==> config.mk <==
export PLATFORM = sky130hd
export DESIGN_NAME = tvp_ctrl
export DESIGN_NICKNAME = d
export VERILOG_FILES = /design/src/design/tvp_pkg.sv /design/src/design/tvp_ctrl.sv
export SDC_FILE = /design/constraint.sdc
export NUM_CORES = 1
export LEC_CHECK = 0
export ABC_CLOCK_PERIOD_IN_PS = 4310
export BUFFER_PORTS_ARGS = -buffer_cell sky130_fd_sc_hd__buf_2
export CAP_MARGIN = 30
export CORE_MARGIN = 1.5
export CORE_UTILIZATION = 46
export CTS_CLUSTER_DIAMETER = 120
export DETAILED_ROUTE_END_ITERATION = 6
export GPL_ROUTABILITY_DRIVEN = 1
export GPL_TIMING_DRIVEN = 0
export SYNTH_ARGS = -nofsm -noshare
export SYNTH_HDL_FRONTEND = slang
export SYNTH_SLANG_ARGS = --single-unit
export TNS_END_PERCENT = 100
==> constraint.sdc <==
create_clock -name clk -period 4.31 [get_ports clk]
set_input_delay 0.6465 -clock clk [delete_from_list [all_inputs] [get_ports clk]]
set_output_delay 0.6465 -clock clk [all_outputs]
set_load 0.05 [all_outputs]
==> src/design/tvp_pkg.sv <==
// ----------------------------------------------------------------------------
// tvp_pkg
// Shared widths, codes and controller/datapath interface types for the
// trapezoidal velocity profile core.
// ----------------------------------------------------------------------------
package tvp_pkg;

  localparam int VALUE_WIDTH_DEF = 32;
  localparam int FRAC_BITS_DEF   = 16;

  localparam int REG_W  = 31;
  localparam int OUT_W  = 32;
  localparam int IDX_W  = 3;
  localparam int PH_W   = 2;
  localparam int WIDE_W = 64;
  localparam int HALF_W = 32;
  localparam int CNT_W  = $clog2(WIDE_W);

  localparam logic [REG_W-1:0] ACCEL_RST = 31'd65536;
  localparam logic [REG_W-1:0] VMAX_RST  = 31'd65536;

  localparam logic [IDX_W-1:0] REG_PATH_LENGTH = 3'd0;
  localparam logic [IDX_W-1:0] REG_ACCEL_RATE  = 3'd1;
  localparam logic [IDX_W-1:0] REG_START_VEL   = 3'd2;
  localparam logic [IDX_W-1:0] REG_END_VEL     = 3'd3;
  localparam logic [IDX_W-1:0] REG_MAX_VEL     = 3'd4;

  localparam logic [PH_W-1:0] PH_ACCEL  = 2'd0;
  localparam logic [PH_W-1:0] PH_CRUISE = 2'd1;
  localparam logic [PH_W-1:0] PH_DECEL  = 2'd2;
  localparam logic [PH_W-1:0] PH_DONE   = 2'd3;

  localparam logic [WIDE_W-1:0] SQRT_TOP = 64'h4000_0000_0000_0000;
  localparam logic [WIDE_W-1:0] TIME_MAX = 64'h0000_0000_FFFF_FFFF;

  typedef enum logic [4:0] {
    CMD_NONE,
    CMD_SETUP,
    CMD_SQ_VM,
    CMD_SQ_V0,
    CMD_SQ_V1,
    CMD_AL,
    CMD_XD_GO,
    CMD_XD_ST,
    CMD_X1_GO,
    CMD_X1_ST,
    CMD_T1_GO,
    CMD_T1_ST,
    CMD_TC_GO,
    CMD_TC_ST,
    CMD_RT_GO,
    CMD_RT_ST,
    CMD_PK_SQ,
    CMD_TD_GO,
    CMD_TD_ST,
    CMD_FIN,
    CMD_LOC,
    CMD_DV,
    CMD_MID,
    CMD_LO,
    CMD_HI,
    CMD_RES
  } cmd_t;

  typedef struct packed {
    cmd_t cmd;
    logic take;
  } ctrl_t;

  typedef struct packed {
    logic plan_valid;
    logic trap;
    logic div_done;
    logic sqrt_done;
    logic out_free;
  } stat_t;

endpackage

==> src/design/tvp_ctrl.sv <==
// ----------------------------------------------------------------------------
// tvp_ctrl
// Sequencer for plan computation and per-sample evaluation.
// ----------------------------------------------------------------------------
module tvp_ctrl import tvp_pkg::*; (
  input  logic  clk,
  input  logic  rst_n,
  input  logic  in_valid,
  output logic  in_stall,
  input  stat_t stat,
  output ctrl_t ctrl
);

  typedef enum logic [26:0] {
    S_IDLE  = 27'h0000001,
    S_SETUP = 27'h0000002,
    S_SQ_VM = 27'h0000004,
    S_SQ_V0 = 27'h0000008,
    S_SQ_V1 = 27'h0000010,
    S_AL    = 27'h0000020,
    S_CMP   = 27'h0000040,
    S_XD_GO = 27'h0000080,
    S_XD_WT = 27'h0000100,
    S_X1_GO = 27'h0000200,
    S_X1_WT = 27'h0000400,
    S_T1_GO = 27'h0000800,
    S_T1_WT = 27'h0001000,
    S_TC_GO = 27'h0002000,
    S_TC_WT = 27'h0004000,
    S_RT_GO = 27'h0008000,
    S_RT_WT = 27'h0010000,
    S_PK_SQ = 27'h0020000,
    S_TD_GO = 27'h0040000,
    S_TD_WT = 27'h0080000,
    S_FIN   = 27'h0100000,
    S_LOC   = 27'h0200000,
    S_DV    = 27'h0400000,
    S_MID   = 27'h0800000,
    S_LO    = 27'h1000000,
    S_HI    = 27'h2000000,
    S_RES   = 27'h4000000
  } state_t;

  state_t state_r, state_nxt;
  logic   take;

  assign take     = in_valid && (state_r == S_IDLE);
  assign in_stall = (state_r != S_IDLE);

  always_comb begin
    state_nxt = state_r;
    ctrl.cmd  = CMD_NONE;
    ctrl.take = take;
    case (state_r)
      S_IDLE: begin
        if (take) state_nxt = stat.plan_valid ? S_LOC : S_SETUP;
      end
      S_SETUP: begin
        ctrl.cmd  = CMD_SETUP;
        state_nxt = S_SQ_VM;
      end
      S_SQ_VM: begin
        ctrl.cmd  = CMD_SQ_VM;
        state_nxt = S_SQ_V0;
      end
      S_SQ_V0: begin
        ctrl.cmd  = CMD_SQ_V0;
        state_nxt = S_SQ_V1;
      end
      S_SQ_V1: begin
        ctrl.cmd  = CMD_SQ_V1;
        state_nxt = S_AL;
      end
      S_AL: begin
        ctrl.cmd  = CMD_AL;
        state_nxt = S_CMP;
      end
      S_CMP: begin
        state_nxt = stat.trap ? S_XD_GO : S_RT_GO;
      end
      S_XD_GO: begin
        ctrl.cmd  = CMD_XD_GO;
        state_nxt = S_XD_WT;
      end
      S_XD_WT: begin
        ctrl.cmd = CMD_XD_ST;
        if (stat.div_done) state_nxt = S_X1_GO;
      end
      S_X1_GO: begin
        ctrl.cmd  = CMD_X1_GO;
        state_nxt = S_X1_WT;
      end
      S_X1_WT: begin
        ctrl.cmd = CMD_X1_ST;
        if (stat.div_done) state_nxt = S_T1_GO;
      end
      S_T1_GO: begin
        ctrl.cmd  = CMD_T1_GO;
        state_nxt = S_T1_WT;
      end
      S_T1_WT: begin
        ctrl.cmd = CMD_T1_ST;
        if (stat.div_done) state_nxt = stat.trap ? S_TC_GO : S_TD_GO;
      end
      S_TC_GO: begin
        ctrl.cmd  = CMD_TC_GO;
        state_nxt = S_TC_WT;
      end
      S_TC_WT: begin
        ctrl.cmd = CMD_TC_ST;
        if (stat.div_done) state_nxt = S_TD_GO;
      end
      S_RT_GO: begin
        ctrl.cmd  = CMD_RT_GO;
        state_nxt = S_RT_WT;
      end
      S_RT_WT: begin
        ctrl.cmd = CMD_RT_ST;
        if (stat.sqrt_done) state_nxt = S_PK_SQ;
      end
      S_PK_SQ: begin
        ctrl.cmd  = CMD_PK_SQ;
        state_nxt = S_X1_GO;
      end
      S_TD_GO: begin
        ctrl.cmd  = CMD_TD_GO;
        state_nxt = S_TD_WT;
      end
      S_TD_WT: begin
        ctrl.cmd = CMD_TD_ST;
        if (stat.div_done) state_nxt = S_FIN;
      end
      S_FIN: begin
        ctrl.cmd  = CMD_FIN;
        state_nxt = S_LOC;
      end
      S_LOC: begin
        ctrl.cmd  = CMD_LOC;
        state_nxt = S_DV;
      end
      S_DV: begin
        ctrl.cmd  = CMD_DV;
        state_nxt = S_MID;
      end
      S_MID: begin
        ctrl.cmd  = CMD_MID;
        state_nxt = S_LO;
      end
      S_LO: begin
        ctrl.cmd  = CMD_LO;
        state_nxt = S_HI;
      end
      S_HI: begin
        ctrl.cmd  = CMD_HI;
        state_nxt = S_RES;
      end
      S_RES: begin
        if (stat.out_free) begin
          ctrl.cmd  = CMD_RES;
          state_nxt = S_IDLE;
        end
      end
      default: begin
        state_nxt = S_IDLE;
      end
    endcase
  end

  always_ff @(posedge clk) begin
    if (!rst_n) begin
      state_r <= S_IDLE;
    end else begin
      state_r <= state_nxt;
    end
  end

endmodule
==> impl_metrics.tcl, run 1 <==
set metrics [dict create \
    start_util_pct 47.4 \
    cts.sinks 27 \
    worst-setup-path-type "reg -> out" \
    netSwitchingFraction_pct 37.4 \
    vias 1867 \
    status "complete, no violations" \
    wire_per_inst_um 17.0 \
    ys_types 59 \
    critPathRequiredTime_ns 3.66 \
    crit_fanout 9 \
    clk_latency_ns 0.28 \
    seqPwrFrac_pct 41.0 \
    grt_usage_pct 25.7 \
    cts_tree "built" \
    detail-route-antenna-nets 0 \
    drive_above_1_share_pct 18.4 \
    clock_power_share_pct 24.2 \
    finalWirelength_mm 5.19 \
    cts_hold_buf 0 \
    cts_resized 0 \
    core-area_um2 3970 \
    cts_setup_buffers 0 \
    clk_pin_slew_ns 0.10 \
    die_area_um2 4490 \
    cts_made_buffers 3 \
    area_delta_synth_final_pct 9.83 \
    synth.avg_cell_area_um2 7.98 \
    grt_pass1_vias 1691 \
    maxCapViolations 0 \
    reg_top3 "state_r (27)" \
    largest_reg_flops 27 \
    netlist_area_um2 1880 \
    hold_viol 0 \
    worstPathArrival_ns 3.33 \
    drc 0 \
    grt_antenna_before_repair 0 \
    rsz0062_at_grt "false" \
    skew_ns 0.00446 \
    fin_util_pct 52.1 \
    async_reset_ff_share_pct 0 \
    synth-seq-cells 27 \
    top_register "state_r" \
    p_leak_nw 0.853 \
    row_count 23 \
    power_switching_mw 0.239 \
    tns_ns 0 \
    syn_inst 236 \
    via_per_inst 6.12 \
    slew_headroom_pct 45.3 \
    final_nets 264 \
    slew_violations 0 \
    cts_max_path_buffers 2 \
    grt_pass1_wl_mm 8.63 \
    p_per_area_nw_per_um2 309 \
    synth_ff_type "dfxtp_1" \
    worst_pin_slew_ns 0.814 \
    worst_setup_path_start_kind "flop" \
    period_minus_slack_ns 3.97 \
    setup_viol 0 \
    endpoint_kind "output pin" \
    internal-power_mw 0.400 \
    p_total_mw 0.639 \
    grt_start_max_net_pins 15 \
    yosysSeqAreaShare_pct 28.7 \
    overflow 0 \
    ctsHtreeMaxLevel 1 \
    port_buffers 14 \
    io_pins 15 \
    yosysWarnings 0 \
    hold_class "reg -> reg" \
    dp_hpwl_mm 3.94 \
    synth_edf_count 0 \
    gp_congestion 0.930 \
    first_iter_violations 124 \
    p_comb_share_pct 34.8 \
    fp.dieW_um 67 \
    fin_crit_sh_pct 92.2 \
    n_antenna_cell 0 \
    dr.pass1.iters 4 \
    max_freq_mhz 252 \
    syn_nets 244 \
    die_h_um 67 \
    cts-root-buf "clkbuf_8" \
    vdd_drop_max_uv 190 \
]
[power groups by stage]
stage | Clock, mW | Combinational (mW) | Sequential [mW]
after floorplan | 0 | 0.170 | 0.266
after global placement | 0 | 0.216 | 0.268
after detailed placement | 0 | 0.219 | 0.267
after CTS | 0.157 | 0.220 | 0.262
after global routing | 0.165 | 0.244 | 0.263
final | 0.154 | 0.222 | 0.262
[worst paths after layout]
path | end | slack [ns] | start | depth (start not counted)
setup / recovery | ctrl[1] | 0.34 | state_r[8] | 9
hold / removal | state_r[12] | 0.54 | state_r[12] | 2
setup reg to reg | state_r[6] | 1.18 | state_r[2] | 11
hold reg to reg | state_r[12] | 0.54 | state_r[12] | 2
[through the flow]
step | cell area, um^2 | cells | hold WS (ns) | worst slack, ns
after global routing | 2070 | 305 | 0.550 | 0.119
after CTS | 2070 | 305 | 0.533 | 0.372
final | 2070 | 305 | 0.536 | 0.336
after global placement | 2020 | 300 | 0.513 | 0.687
after floorplan | 1880 | 236 | 0.485 | 0.868
after detailed placement | 2020 | 301 | 0.519 | 0.709
[placed cells by master, fill, tap and decap left out, drive strengths merged, types with 2 or more instances in the layout]
| cell type | n |
|---|---|
| a21o | 2 |
| a21oi | 9 |
| a211oi | 2 |
| dfxtp | 27 |
| or2 | 3 |
| nand2b | 5 |
| buf | 23 |
| nor2 | 30 |
| or4b | 2 |
| nor3b | 2 |
| mux2i | 2 |
| nor3 | 5 |
| nand4 | 12 |
| o211ai | 2 |
| nand4b | 2 |
| clkbuf | 13 |
| xnor2 | 3 |
| xor2 | 6 |
| nand2 | 15 |
| o21ai | 7 |
| nand3 | 11 |
| o41ai | 2 |
| and2 | 2 |
| or4 | 10 |
| nor4b | 7 |
| inv | 8 |
| nor4 | 21 |
| or3 | 3 |
| or2b | 2 |
[layout make-up]
| cell class | count | area [um^2] |
|---|---|---|
| fill | 409 | 1900 |
| multi-input combinational | 183 | 1210 |
| sequential | 27 | 541 |
| buffer | 17 | 95.1 |
| timing repair buffer | 15 | 77.6 |
| tap | 50 | 62.6 |
| clock buffer | 4 | 45.0 |
| inverter | 9 | 33.8 |
[kinds of logic (layout without fill, tap and decap cells)]
logic type	count (synthesis)	in the layout	synth area share [%]
AO/OA/AOI/OAI	35	35	14.3
XOR/XNOR	9	9	4.18
buffers and inverters	26	45	6.84
flip-flops	27	27	28.7
multiplexers	2	2	1.06
AND/OR/NAND/NOR	137	137	44.9
[worst max-delay path, cell delays in order (launching register included)]
cell and delay, ns:
dfxtp_1 0.31, clkbuf_1 0.18, nor4_2 0.77, nand3_1 0.34
nor2_1 0.25, nand3_1 0.15, or3b_2 0.52, nand2_1 0.12
or4_1 0.13, buf_2 0.26
[cell usage after synthesis, types with 4 or more instances]
| cell | n | share of area (%) |
|---|---|---|
| nor4_1 | 17 | 5.6 |
| xor2_1 | 6 | 2.8 |
| nand4_1 | 11 | 3.7 |
| nand3_1 | 11 | 2.9 |
| o21ai_0 | 7 | 1.9 |
| nor3_1 | 4 | 1.1 |
| clkbuf_1 | 9 | 1.8 |
| nor2_1 | 29 | 5.8 |
| or4_1 | 8 | 3.2 |
| nand2b_1 | 5 | 1.7 |
| nor4b_1 | 7 | 3.3 |
| inv_1 | 8 | 1.6 |
| dfxtp_1 | 27 | 29 |
| nand2_1 | 15 | 3.0 |
| buf_2 | 4 | 1.1 |
| a21oi_1 | 9 | 2.4 |
[layer usage]
metal / share of wire (%) / track usage [%]
met5: 0 / 0
met4: 2.3 / 9.18
met3: 5.3 / 2.87
met2: 42 / 38.0
met1: 50 / 37.8
No activity file was read; power rests on OpenSTA's default activity.
==> run 2, diff against run 1 <==
Settings changed: SETUP_SLACK_MARGIN from default to 0.5.
==> impl_metrics.tcl, run 2 (synthesis results as in run 1) <==
set metrics [dict create \
    p_leak_nw 0.900 \
    die_h_um 67 \
    internal-power_mw 0.409 \
    regToRegSetupSlack_ns 1.18 \
    skew_ns 0.00416 \
    cts_made_buffers 3 \
    final_cell_mix "nor2_1 (28), dfxtp_1 (26), buf_2 (18)" \
    status "complete, no violations" \
    fp.dieW_um 67 \
    cts_max_path_buffers 2 \
    cp-startpoint "state_r[14]" \
    netSwitchingFraction_pct 37.1 \
    grt_antenna_before_repair 0 \
    grt_start_max_net_pins 15 \
    reg_top3 "state_r (27)" \
    area_delta_synth_final_pct 15.2 \
    drive_above_1_share_pct 23.1 \
    row_count 23 \
    worst_pin_slew_ns 0.725 \
    grt_usage_pct 25.8 \
    p_total_mw 0.650 \
    vias 1885 \
    crit_fanout 9 \
    fin_crit_sh_pct 86.8 \
    power_switching_mw 0.241 \
    maxCapViolations 0 \
    clk_latency_ns 0.28 \
    setup_viol 0 \
    dr.pass1.iters 4 \
    tns_ns 0 \
    overflow 0 \
    p_per_area_nw_per_um2 299 \
    dp_hpwl_mm 3.94 \
    hold_class "reg -> reg" \
    core-area_um2 3970 \
    die_area_um2 4490 \
    ctsHtreeMaxLevel 1 \
    fin_util_pct 54.7 \
    rr_worst_depth 11 \
    cts_tree "built" \
    grt_pass1_wl_mm 8.65 \
    r2r_end "state_r[6]" \
    p_comb_share_pct 36.1 \
    timing.rr.start "state_r[2]" \
    final_nets 269 \
    endpoint_kind "output pin" \
    clk_pin_slew_ns 0.10 \
    port_buffers 14 \
    layout_commonest_cell "nor2_1" \
    worst_setup_path_start_kind "flop" \
    wire_per_inst_um 17.0 \
    hold_viol 0 \
    critPathRequiredTime_ns 3.66 \
    grt_pass1_vias 1698 \
    slew_violations 0 \
    cts_hold_buf 0 \
    worst-setup-path-type "reg -> out" \
    io_pins 15 \
    first_iter_violations 130 \
    clock_power_share_pct 23.5 \
    cts.sinks 27 \
    period_minus_slack_ns 3.74 \
    top_register "state_r" \
    via_per_inst 6.08 \
    worstPathArrival_ns 3.10 \
    detail-route-antenna-nets 0 \
    max_freq_mhz 267 \
    vdd_drop_max_uv 190 \
    cts-root-buf "clkbuf_8" \
    rsz0062_at_grt "false" \
    n_antenna_cell 0 \
    finalWirelength_mm 5.28 \
    seqPwrFrac_pct 40.3 \
    largest_reg_flops 27 \
    gp_congestion 0.930 \
    slew_headroom_pct 51.1 \
    start_util_pct 47.4 \
    drc 0 \
    setup.worst_path.end "ctrl[2]" \
]
## run 2: stage by stage
stage	hold slack [ns]	worst slack, ns	instances	instance area [um^2]
after CTS	0.533	0.522	305	2080
after global placement	0.513	0.687	300	2020
final	0.504	0.567	310	2170
after global routing	0.531	0.500	310	2170
after detailed placement	0.519	0.709	301	2020
after floorplan	0.485	0.868	236	1880
## run 2: repair_timing
| item | in CTS | in global routing |
|---|---|---|
| setup buffers | 0 | 5 |
| hold endpoints to repair | 0 | 0 |
| pin swaps | 0 | 7 |
| gates resized for setup | 3 | 11 |
| endpoints found under the setup margin | 3 | 4 |
## run 2: cell type report
class	instances	area [um^2]
repair buffers	20	134
plain buffers	17	96.3
well taps	50	62.6
multi-input cells	183	1260
clock buffers	4	45.0
inverters	9	33.8
flip-flops and latches	27	542
fillers	396	1800
## run 2: power groups by stage
| stage | Combinational, mW | Clock [mW] | Sequential [mW] |
|---|---|---|---|
| after global placement | 0.216 | 0 | 0.268 |
| after detailed placement | 0.219 | 0 | 0.267 |
| after CTS | 0.221 | 0.157 | 0.262 |
| after global routing | 0.258 | 0.165 | 0.263 |
| final | 0.235 | 0.153 | 0.262 |
| after floorplan | 0.170 | 0 | 0.266 |
## run 2: worst min-delay path by stage
| stage | slack, ns | start | endpoint | cells after the start |
|---|---|---|---|---|
| floorplan | 0.49 | state_r[12] | state_r[12] | 2 |
| global placement | 0.51 | state_r[12] | state_r[12] | 2 |
| detailed placement | 0.52 | state_r[12] | state_r[12] | 2 |
| CTS | 0.53 | state_r[12] | state_r[12] | 2 |
| global route | 0.53 | state_r[12] | state_r[12] | 2 |
| finish | 0.50 | state_r[12] | state_r[12] | 2 |
## run 2: worst max-delay path: stages, from the launching register on
cell     delay, ns
dfxtp_1       0.32
buf_6         0.13
or4_4         0.52
or4_4         0.53
or3_4         0.40
or4b_4        0.52
nand3_1       0.11
or4_1         0.13
buf_6         0.15
## run 2: routing by layer
layer  global-route usage (%)  wire length, um  vias to the layer above
li1                         -                -                      938
met3                     2.87              324                       11
met2                     38.4             2290                       70
met1                     37.8             2530                      866
met5                        0                0                        -
met4                     9.18              124                        0
